File: src/sv/crbe_pkg.sv
`timescale 1ns / 1ps
// Shared types, byte codes and checksum helper of the cassette record bit encoder.
// No dependencies; the record and serializer modules and the top level import it.
package crbe_pkg;

	localparam logic [7:0] SYNC_BYTE  = 8'h55;
	localparam logic [7:0] CTRL_EOF   = 8'hFE;
	localparam logic [7:0] CTRL_FULL  = 8'hFC;
	localparam logic [7:0] CTRL_PART  = 8'hFA;

	// end-around-carry sum of 0x55, 0x55 and each control byte
	localparam logic [7:0] HDR_SUM_EOF  = 8'hA9;
	localparam logic [7:0] HDR_SUM_FULL = 8'hA7;
	localparam logic [7:0] HDR_SUM_PART = 8'hA5;

	localparam logic [6:0] LAST_SLOT  = 7'd127;
	localparam logic [7:0] FULL_COUNT = 8'd128;

	localparam logic SYM_SPACE = 1'b0;
	localparam logic SYM_MARK  = 1'b1;

	// symbol positions inside one serialized byte
	localparam logic [3:0] POS_START = 4'd0;
	localparam logic [3:0] POS_STOP  = 4'd9;

	// up to four bytes caused by one slot, byte 0 goes out first
	typedef struct packed {
		logic [3:0][7:0] bytes;
		logic [1:0]      last_byte;
	} byte_pkt_t;

	// handoff between record stage and serializer
	typedef struct packed {
		logic      valid;
		byte_pkt_t pkt;
	} pkt_chan_t;

	function automatic logic [7:0] eac_add(input logic [7:0] a, input logic [7:0] b);
		logic [8:0] s;
		s = {1'b0, a} + {1'b0, b};
		return s[7:0] + {7'd0, s[8]};
	endfunction

endpackage

File: src/sv/cassette_record_bit_encoder.sv
`timescale 1ns / 1ps
// Top level of the cassette record bit encoder: slot stream in, serial tone symbols out.
// Depends on crbe_pkg, crbe_record and crbe_serializer.
//
//   channel  | direction | signals                              | content
//   ---------+-----------+--------------------------------------+--------------------------
//   s_axis   | in        | tvalid tready tdata[15:0] tuser[0:0] | one record slot
//   m_axis   | out       | tvalid tready tdata[7:0] tlast       | one serial tone symbol
//
// Each transfer in yields 10 symbols, 20 for slot 127 (byte plus checksum) and 40 for
// the slot that starts a record (two sync bytes, control byte, slot byte).
// The serializer puts out one symbol per cycle while m_axis is ready and a packet is waiting;
// on an idle path a slot's first symbol passes the handoff, packet and output registers in turn.
// A one-entry handoff register lets the next slot transfer in while the current one is
// still shifting out. Stalls on m_axis hold the output register and back up to s_axis.
// Reset (arst_n low) clears slot counter, checksum, length and all valid flags.
module cassette_record_bit_encoder import crbe_pkg::*; (
	input  logic        clk,
	input  logic        arst_n,
	input  logic        s_axis_tvalid,
	output logic        s_axis_tready,
	input  logic [15:0] s_axis_tdata,  // [7:0] slot_byte, [15:8] payload_count
	input  logic [0:0]  s_axis_tuser,  // [0] first_slot
	output logic        m_axis_tvalid,
	input  logic        m_axis_tready,
	output logic [7:0]  m_axis_tdata,  // [0] tone_symbol, [7:1] zero
	output logic        m_axis_tlast   // last_of_run
);

	pkt_chan_t pkt_chan;
	logic      pkt_take;
	logic      tone_symbol;

	// select bytes and keep the record state per accepted slot
	crbe_record u_record (
		.clk           (clk),
		.arst_n        (arst_n),
		.in_valid      (s_axis_tvalid),
		.in_ready      (s_axis_tready),
		.slot_byte     (s_axis_tdata[7:0]),
		.first_slot    (s_axis_tuser[0]),
		.payload_count (s_axis_tdata[15:8]),
		.pkt_out       (pkt_chan),
		.pkt_take      (pkt_take)
	);

	// shift the bytes out as framed serial symbols
	crbe_serializer u_serializer (
		.clk        (clk),
		.arst_n     (arst_n),
		.pkt_in     (pkt_chan),
		.pkt_take   (pkt_take),
		.out_valid  (m_axis_tvalid),
		.out_ready  (m_axis_tready),
		.out_symbol (tone_symbol),
		.out_last   (m_axis_tlast)
	);

	assign m_axis_tdata = {7'd0, tone_symbol};

	// an accepted slot always lands in the handoff register
	a_accept_fills: assert property (@(posedge clk) disable iff (!arst_n)
		s_axis_tvalid && s_axis_tready |=> pkt_chan.valid)
		else $error("accepted slot did not reach the handoff register");

	// after the serializer takes a packet, m_axis shows a valid symbol
	a_take_emits: assert property (@(posedge clk) disable iff (!arst_n)
		pkt_take |-> ##2 m_axis_tvalid)
		else $error("serializer took a packet but produced no symbol");

	// the final symbol of a slot is always a stop bit
	a_last_is_stop: assert property (@(posedge clk) disable iff (!arst_n)
		m_axis_tvalid && m_axis_tlast |-> m_axis_tdata[0] == SYM_MARK)
		else $error("last symbol of a slot is not a mark stop bit");

	// the handoff register is never overwritten while it still holds a packet
	a_no_overrun: assert property (@(posedge clk) disable iff (!arst_n)
		pkt_chan.valid && !pkt_take |-> !s_axis_tready)
		else $error("input ready while handoff register is full");

endmodule

File: src/sv/crbe_record.sv
`timescale 1ns / 1ps
// Record stage: slot counter, latched length, running checksum and byte selection.
// Depends on crbe_pkg; feeds crbe_serializer through a one-entry handoff register.
module crbe_record import crbe_pkg::*; (
	input  logic       clk,
	input  logic       arst_n,
	input  logic       in_valid,
	output logic       in_ready,
	input  logic [7:0] slot_byte,
	input  logic       first_slot,
	input  logic [7:0] payload_count,
	output pkt_chan_t  pkt_out,
	input  logic       pkt_take
);

	logic [6:0] slot_index_q;
	logic [7:0] record_length_q;
	logic [7:0] running_sum_q;
	logic       pkt_valid_s1;
	byte_pkt_t  pkt_s1;

	logic       start;
	logic [7:0] len;
	logic [6:0] idx;
	logic [7:0] val;
	logic [7:0] ctrl;
	logic [7:0] hdr_sum;
	logic [7:0] base_sum;
	logic [7:0] new_sum;
	logic       accept;
	byte_pkt_t  pkt_d;

	assign in_ready = !pkt_valid_s1 || pkt_take;
	assign accept   = in_valid && in_ready;

	always_comb begin
		start = first_slot || (slot_index_q == '0);
		if (start) begin
			len = (payload_count > FULL_COUNT) ? FULL_COUNT : payload_count;
			idx = '0;
		end else begin
			len = record_length_q;
			idx = slot_index_q;
		end

		if (len == '0) begin
			ctrl    = CTRL_EOF;
			hdr_sum = HDR_SUM_EOF;
		end else if (len == FULL_COUNT) begin
			ctrl    = CTRL_FULL;
			hdr_sum = HDR_SUM_FULL;
		end else begin
			ctrl    = CTRL_PART;
			hdr_sum = HDR_SUM_PART;
		end

		// padding and end-of-file slots carry zero, a partial record ends on its length
		if (len == '0)
			val = '0;
		else if (len == FULL_COUNT)
			val = slot_byte;
		else if (idx == LAST_SLOT)
			val = len;
		else if ({1'b0, idx} < len)
			val = slot_byte;
		else
			val = '0;

		base_sum = start ? hdr_sum : running_sum_q;
		new_sum  = eac_add(base_sum, val);

		pkt_d = '0;
		if (start) begin
			pkt_d.bytes     = {val, ctrl, SYNC_BYTE, SYNC_BYTE};
			pkt_d.last_byte = 2'd3;
		end else if (idx == LAST_SLOT) begin
			pkt_d.bytes     = {8'd0, 8'd0, new_sum, val};
			pkt_d.last_byte = 2'd1;
		end else begin
			pkt_d.bytes     = {8'd0, 8'd0, 8'd0, val};
			pkt_d.last_byte = 2'd0;
		end
	end

	always_ff @(posedge clk or negedge arst_n) begin
		if (!arst_n) begin
			slot_index_q    <= '0;
			record_length_q <= '0;
			running_sum_q   <= '0;
			pkt_valid_s1    <= 1'b0;
		end else begin
			if (accept) begin
				slot_index_q    <= (idx == LAST_SLOT) ? 7'd0 : idx + 7'd1;
				record_length_q <= len;
				running_sum_q   <= new_sum;
				pkt_valid_s1    <= 1'b1;
			end else if (pkt_take) begin
				pkt_valid_s1 <= 1'b0;
			end
		end
	end

	always_ff @(posedge clk) begin
		if (accept)
			pkt_s1 <= pkt_d;
	end

	assign pkt_out.valid = pkt_valid_s1;
	assign pkt_out.pkt   = pkt_s1;

endmodule

File: src/sv/crbe_serializer.sv
`timescale 1ns / 1ps
// Serializer: turns a packet of bytes into start, eight data bits LSB first, stop.
// Depends on crbe_pkg; registered output, one symbol per cycle unless stalled.
module crbe_serializer import crbe_pkg::*; (
	input  logic      clk,
	input  logic      arst_n,
	input  pkt_chan_t pkt_in,
	output logic      pkt_take,
	output logic      out_valid,
	input  logic      out_ready,
	output logic      out_symbol,
	output logic      out_last
);

	byte_pkt_t  cur_q;
	logic       active_q;
	logic [1:0] byte_idx_q;
	logic [3:0] bit_idx_q;
	logic       out_valid_q;
	logic       out_symbol_q;
	logic       out_last_q;

	logic       advance;
	logic       byte_done;
	logic       pkt_done;
	logic       sym;
	logic [7:0] cur_byte;

	assign cur_byte  = cur_q.bytes[byte_idx_q];
	assign advance   = active_q && (!out_valid_q || out_ready);
	assign byte_done = (bit_idx_q == POS_STOP);
	assign pkt_done  = byte_done && (byte_idx_q == cur_q.last_byte);
	assign pkt_take  = pkt_in.valid && (!active_q || (advance && pkt_done));

	always_comb begin
		if (bit_idx_q == POS_START)
			sym = SYM_SPACE;
		else if (byte_done)
			sym = SYM_MARK;
		else
			sym = cur_byte[3'(bit_idx_q - 4'd1)];
	end

	always_ff @(posedge clk or negedge arst_n) begin
		if (!arst_n) begin
			active_q    <= 1'b0;
			byte_idx_q  <= '0;
			bit_idx_q   <= '0;
			out_valid_q <= 1'b0;
		end else begin
			if (advance)
				out_valid_q <= 1'b1;
			else if (out_ready)
				out_valid_q <= 1'b0;

			if (pkt_take) begin
				active_q   <= 1'b1;
				byte_idx_q <= '0;
				bit_idx_q  <= POS_START;
			end else if (advance) begin
				if (pkt_done) begin
					active_q <= 1'b0;
				end else if (byte_done) begin
					byte_idx_q <= byte_idx_q + 2'd1;
					bit_idx_q  <= POS_START;
				end else begin
					bit_idx_q <= bit_idx_q + 4'd1;
				end
			end
		end
	end

	always_ff @(posedge clk) begin
		if (pkt_take)
			cur_q <= pkt_in.pkt;
		if (advance) begin
			out_symbol_q <= sym;
			out_last_q   <= pkt_done;
		end
	end

	assign out_valid  = out_valid_q;
	assign out_symbol = out_symbol_q;
	assign out_last   = out_last_q;

endmodule
File: config.mk
export PLATFORM = sky130hd
export DESIGN_NAME = cassette_record_bit_encoder
export DESIGN_NICKNAME = d
export VERILOG_FILES = /design/src/sv/crbe_pkg.sv /design/src/sv/cassette_record_bit_encoder.sv /design/src/sv/crbe_record.sv /design/src/sv/crbe_serializer.sv
export SDC_FILE = /design/constraint.sdc
export NUM_CORES = 1
export LEC_CHECK = 0
export ABC_AREA = 1
export BUFFER_PORTS_ARGS = -buffer_cell sky130_fd_sc_hd__buf_2
export CAP_MARGIN = 20
export CORE_UTILIZATION = 33
export DETAILED_ROUTE_END_ITERATION = 10
export SKIP_LAST_GASP = 1
export SLEW_MARGIN = 5
export SYNTH_ARGS = -nofsm -noshare
export SYNTH_HDL_FRONTEND = slang
export SYNTH_SLANG_ARGS = --single-unit
File: constraint.sdc
create_clock -name clk -period 4.6 [get_ports clk]
set_clock_uncertainty 0.05 [all_clocks]
set_input_delay 1.38 -clock clk [delete_from_list [all_inputs] [get_ports clk]]
set_output_delay 1.38 -clock clk [all_outputs]
set_load 0.05 [all_outputs]
Word-level counts from Yosys, hierarchy flattened --
Cells that the tools add are included.
Storage, ports and cells: bits in registers 102, input bits 21, output and inout port bits 11, word-level logic and storage cells 96
Cells by class: add/subtract/negate cells 6, $lt $le $gt $ge 4, equality and inequality tests 5, muxes and demuxes 35, bitwise operators 1, reductions and logical operators 24
Operator list (number):
- 2-to-1 mux 8 bit | 10
- 2-to-1 mux 34 bit | 1
- 2-to-1 mux 18 bit | 1
- binary-select mux 8 bit (select 2 bit) | 1
- 2-to-1 mux 4 bit | 4
- 2-to-1 mux 7 bit | 2
- 2-to-1 mux 2 bit | 5
- nonzero test 2 bit | 5
- adder 8 x 8 -> 9 bit | 1
- 2-to-1 mux 1 bit | 9
- adder 8 x 1 -> 8 bit | 1
- equality test 8 bit (second input constant) | 1
- > comparator 8 bit (second input constant) | 1
- zero test 8 bit | 1
- < comparator 7 x 8 -> 1 bit | 1
- adder 7 x 1 -> 7 bit (second input constant) | 1
- equality test 7 bit (second input constant) | 1
- zero test 7 bit | 1
- logical AND 1 bit | 5
- adder 4 x 1 -> 4 bit (second input constant) | 1
- equality test 4 bit (second input constant) | 1
- zero test 4 bit | 1
- logical OR 1 bit | 4
- < comparator 3 x 4 -> 1 bit (second input constant) | 1
- 12 further kinds | 15

Longest topological paths before layout --
word-level depth 12, mapped depth 33, gate-level depth less buffers 32

Modules after synthesis --
A second synthesis with hierarchy kept.
Unflattened totals: cells, all modules 605, area, all modules 5397.7 um2
Modules (own cells, without submodules):
- crbe_record | instances 1, cells each 405, area an instance 3270.6 um2
- crbe_serializer | instances 1, cells each 191, area an instance 2063.2 um2
- cassette_record_bit_encoder | instances 1, cells each 9, area an instance 63.8 um2

Worst setup path before layout --
OpenSTA, ideal clock, no wires.
path kind input port to flip-flop, start point input port s_axis_tuser, end point register u_record.pkt_s1 (netlist bit u_record.pkt_out[17]) (data pin), setup time 139 ps, data arrival time 5498 ps, required time 4411 ps, slack -1086 ps, cell stages on the path 29, path buffers 1, cells stage by stage inv_1 -> o21ai_2 -> buf_4 -> o21ai_0 -> inv_1 -> ha_1 -> a21oi_1 -> o21ai_1 -> nor2_1 -> nand2_1 -> nand2_4 -> nand3_2 -> nand2_1 -> ha_1 -> inv_1 -> fa_1 -> o21ai_0 -> a21oi_1 -> o21bai_1 -> a21oi_1 -> o21bai_1 -> ha_1 -> nand2_1 -> nor4_1 -> nand2_1 -> nor2_1 -> xor2_1 -> inv_1 -> nor2_1
On the way: cells in the longest elaborated chain, start to end 9
Ends and longest elaborated chain:
- start: declaration | line cassette_record_bit_encoder.sv:23 | input logic [0:0] s_axis_tuser,
- logical OR 1 bit * | line crbe_record.sv:37 | start = first_slot || (slot_index_q == '0);
- 2-to-1 mux 7 bit / 2-to-1 mux 8 bit (equally long branches) | line crbe_record.sv:38 | if (start) begin
- < comparator 7 x 8 -> 1 bit | line crbe_record.sv:64 | else if ({1'b0, idx} < len)
- 2-to-1 mux 8 bit | line crbe_record.sv:64
- 2-to-1 mux 8 bit | line crbe_record.sv:62 | else if (idx == LAST_SLOT)
- 2-to-1 mux 8 bit | line crbe_record.sv:60 | else if (len == FULL_COUNT)
- 2-to-1 mux 8 bit * | line crbe_record.sv:58 | if (len == '0)
- net u_record.val[0] | line crbe_record.sv:25 | logic [7:0] val;
- adder 8 x 8 -> 9 bit * | line crbe_pkg.sv:40 | s = {1'b0, a} + {1'b0, b};
- adder 8 x 1 -> 8 bit * | line crbe_pkg.sv:41 | return s[7:0] + {7'd0, s[8]};
- end signal: assignment | line crbe_record.sv:105 | pkt_s1 <= pkt_d;
- end: declaration | line crbe_record.sv:20 | byte_pkt_t pkt_s1;
The timed path passes the listed nets; every way through them passes the cells marked *. A chain may end at the register's enable or synchronous reset.

Worst setup path after layout --
start point input port s_axis_tdata[12], end point register u_record.pkt_s1 (netlist bit u_record.pkt_out[16]) (data pin)
On the way: cells in the longest elaborated chain, start to end 11
Ends and longest elaborated chain:
- start: declaration | line cassette_record_bit_encoder.sv:22 | input logic [15:0] s_axis_tdata,
- > comparator 8 bit | line crbe_record.sv:39 | len = (payload_count > FULL_COUNT) ? FULL_COUNT : payload_count;
- 2-to-1 mux 8 bit * | line crbe_record.sv:39
- 2-to-1 mux 8 bit * | line crbe_record.sv:38
- < comparator 7 x 8 -> 1 bit | line crbe_record.sv:64
- 2-to-1 mux 8 bit | line crbe_record.sv:64
- 2-to-1 mux 8 bit | line crbe_record.sv:62
- 2-to-1 mux 8 bit | line crbe_record.sv:60
- 2-to-1 mux 8 bit * | line crbe_record.sv:58
- net u_record.val[0] | line crbe_record.sv:25
- adder 8 x 8 -> 9 bit * | line crbe_pkg.sv:40
- adder 8 x 1 -> 8 bit * | line crbe_pkg.sv:41
- 2-to-1 mux 18 bit * | line crbe_record.sv:76 | end else if (idx == LAST_SLOT) begin
Marks and branches as above.

==> impl_metrics.toml <==
[clock_network]
cts_buffer_depth = 2
ctsRootBufferMaster = "clkbuf_16"
clock_sinks = 92
cts_made_buffers = 9
clock_latency_ns = 0.35
tritoncts = "yes"
htreeDepth = 3
clk_pin_slew_ns = 0.07

[hold_path]
min_path_cells = 0
hold_path.class = "flip-flop to flip-flop"
holdPathEnd = "u_serializer.cur_q[26]$_DFFE_PP_"
min-delay-start = "u_record.pkt_out[26]$_SDFFCE_PN0P_"

[setup_path]
critPathLaunchType = "input pin"
crit_top_cell = "nand2_2"
r2r-end = "u_record.pkt_out[16]$_SDFFCE_PP1P_"
rr_worst_depth = 30
cp-end-kind = "flip-flop"
max_stage_delay_ns = 0.34
required_ns = 4.65
regToRegStartpoint = "u_record.slot_index_q[1]$_DFFE_PN0P_"
crit_slowest_cell = "fa_2"
regToRegSetupSlack_ns = -0.21
critPathArrivalTime_ns = 5.22
worst-path-max-fanout = 3
crit_type = "input pin to flip-flop"

[timing]
max_slew_margin_pct = 44.8
drv_slew = 0
max_clock_freq_mhz = 193
worst_slack_ns = -0.572
finalSetupViolations = 13
finalCriticalPeriod_ns = 5.17
final-hold-violation-count = 0
hold_ws_ns = 0.369
rsz0062_at_grt = "true"
worst_slew_pin_slew_ns = 0.829
period_share_pct = 112

[routing]
vias = 3887
ant_nets = 0
firstDrtPassIters = 5
finalWirelength_mm = 11.3
drtIter0Drc = 195
avgRoutedWirePerCell_um = 13.8
routed_via_density = 4.76
drc = 0

[pwr]
p_total_mw = 5.18
p_leak_nw = 2.87
power_density_nw_per_um2 = 776
ir_drop_uv = 313

[floorplanning]
die_y_um = 123
initial_core_util_pct = 34.2
ioPinCount = 32
dieArea_um2 = 15100
design.core.area_um2 = 14000
die_x_um = 123
row_count = 43

[placement]
dp_hpwl_mm = 8.14
io_buffers = 24
gp_congestion = 0.852
post-place-cells = 781
dpl_cell_area_um2 = 5910

[global_route]
antenna_found_initial = 0
grt_max_degree = 40
grt_util_all_layers_pct = 16.2
grt_pass1_vias = 3955
grt_overflow = 0
grt_pass1_wl_mm = 18.5

[synth]
synth_area_um2 = 4810
synth_cells = 497
ys.warnings.count = 0
synth_seq_area_share_pct = 54.1
syn_avg_cell_area_um2 = 9.67
synth.distinct_cells = 39
ys_seq_elements = 92

[status]
violations = "setup timing"
status = "finished, violations left"

[final_layout]
final_util_pct = 47.5
fin_cells = 817
fillers = 1251
most-common-layout-cells = "112 x buf_4, 87 x nand2_1, 60 x edfxtp_1"
area_delta_synth_final_pct = 38.8
drive_gt1_share_pct = 37.8
layout_commonest_cell = "buf_4"
final_nets = 675
antenna_cells = 0
finalInstanceArea_um2 = 6670

[flow_run]
max_cap_violations = 0
-- critical path, delay by kind of cell --
family / cells / cell delay, ns
and+or+nand+nor: 12 / 1.28
buffers and inverters: 3 / 0.24
xor gates and xnor gates: 1 / 0.17
adders and majority gates: 5 / 1.10
AOI/OAI and AO/OA: 9 / 1.03
-- worst max-delay path by stage --
| stage | from | end | slack [ns] | cells after the start |
|---|---|---|---|---|
| 2_1_floorplan | s_axis_tdata[10] | u_record.pkt_out[17]$_SDFFCE_PP0P_ | -0.62 | 30 |
| 5_1_grt | s_axis_tdata[10] | u_record.pkt_out[16]$_SDFFCE_PP1P_ | -0.80 | 30 |
| 6_report | s_axis_tdata[12] | u_record.pkt_out[16]$_SDFFCE_PP1P_ | -0.57 | 30 |
| 3_3_place_gp | s_axis_tdata[14] | u_record.pkt_out[17]$_SDFFCE_PP0P_ | -0.83 | 33 |
| 3_5_place_dp | s_axis_tdata[14] | u_record.pkt_out[17]$_SDFFCE_PP0P_ | -0.97 | 31 |
| 4_1_cts | s_axis_tdata[9] | u_record.pkt_out[16]$_SDFFCE_PP1P_ | -0.48 | 30 |
-- synthesized netlist by cell type --
master	number	share of area, %
nor2_2	2	0.26
nand3_2	9	1.9
conb_1	1	0.078
o21ai_1	3	0.31
xnor2_1	9	1.6
nand2_1	96	7.5
inv_1	65	5.1
a31oi_1	1	0.13
edfxtp_1	60	37
o21bai_1	2	0.31
nand3_4	1	0.36
a21oi_2	3	0.55
buf_6	1	0.23
buf_4	9	1.4
a32oi_1	1	0.18
or2_1	1	0.13
o21ai_0	36	3.7
o311ai_0	1	0.18
a21oi_1	32	3.3
nor3_4	2	0.68
xor2_1	9	1.6
clkbuf_1	9	0.70
o21ai_2	3	0.55
clkinv_1	1	0.078
nand2_2	3	0.39
nand2_4	1	0.23
or2_2	4	0.52
fa_1	1	0.42
buf_2	2	0.21
nor2_1	36	2.8
a22oi_1	1	0.16
nand3_1	19	2.0
a221o_1	3	0.62
nor3_1	3	0.31
dfrtp_1	32	17
ha_1	21	5.5
o22ai_1	8	1.0
nor4_1	1	0.13
nand4_1	5	0.65
-- registers in the layout (all words and copies together) (netlist names) --
signal,flops
u_record.pkt_out,29
u_record.pkt_valid_s1,1
u_record.record_length_q,8
u_record.running_sum_q,8
u_record.slot_index_q,7
u_serializer.active_q,1
u_serializer.bit_idx_q,4
u_serializer.byte_idx_q,2
u_serializer.cur_q,29
u_serializer.out_last,1
u_serializer.out_symbol,1
u_serializer.out_valid,1
-- per-layer routing --
layer	global-route usage (%)	up-vias	part of all wire, %
li1	-	1924	-
met1	18.2	1839	42
met2	28.1	85	50
met3	3.81	39	3.0
met4	8.99	0	5.3
met5	0	-	0
-- repair_timing --
action | CTS | global route
resized for setup | 36 | 29
pin swaps | 41 | 36
endpoints found under the hold margin | 0 | 0
endpoints found under the setup margin | 16 | 16
buffers inserted | 15 | 4
gates cloned | 1 | 0
hold buffers | 0 | 0
-- cell families (layout without fill, tap and decap cells) --
family	count (synthesis)	in the layout	share of synthesized area (%)
other cells	1	7	0.0780
flops	92	92	54.1
fa+ha+maj	22	22	5.88
xor+xnor	18	18	3.28
simple gates	183	183	17.8
compound gates	94	95	11.1
buf+inv	87	220	7.70
-- final cells by class --
type | count | area, um2 | share of cell area [%]
clock inverter | 6 | 82.6 | 1.24
clock buffer | 10 | 229 | 3.43
sequential | 92 | 2600 | 39.0
timing repair buffer | 138 | 1020 | 15.3
inverter | 66 | 253 | 3.79
tap | 180 | 225 | 3.37
multi-input combinational | 325 | 2260 | 33.9
-- metrics by stage --
| stage | setup slack, ns | setup TNS [ns] |
|---|---|---|
| finish | -0.572 | -4.20 |
| CTS | -0.479 | -3.69 |
| floorplan | -0.621 | -5.50 |
| detailed placement | -0.969 | -11.56 |
| global placement | -0.828 | -9.79 |
| global route | -0.804 | -7.59 |
-- where the power goes --
| part | internal (mW) | switching (mW) | leakage [nW] | total [mW] |
|---|---|---|---|---|
| Clock | 0.434 | 0.330 | 0.148 | 0.764 |
| Combinational | 1.48 | 1.70 | 1.78 | 3.18 |
| Sequential | 1.12 | 0.114 | 0.944 | 1.23 |
| Total | 3.03 | 2.15 | 2.87 | 5.18 |
No activity file was read; power rests on OpenSTA's default activity.
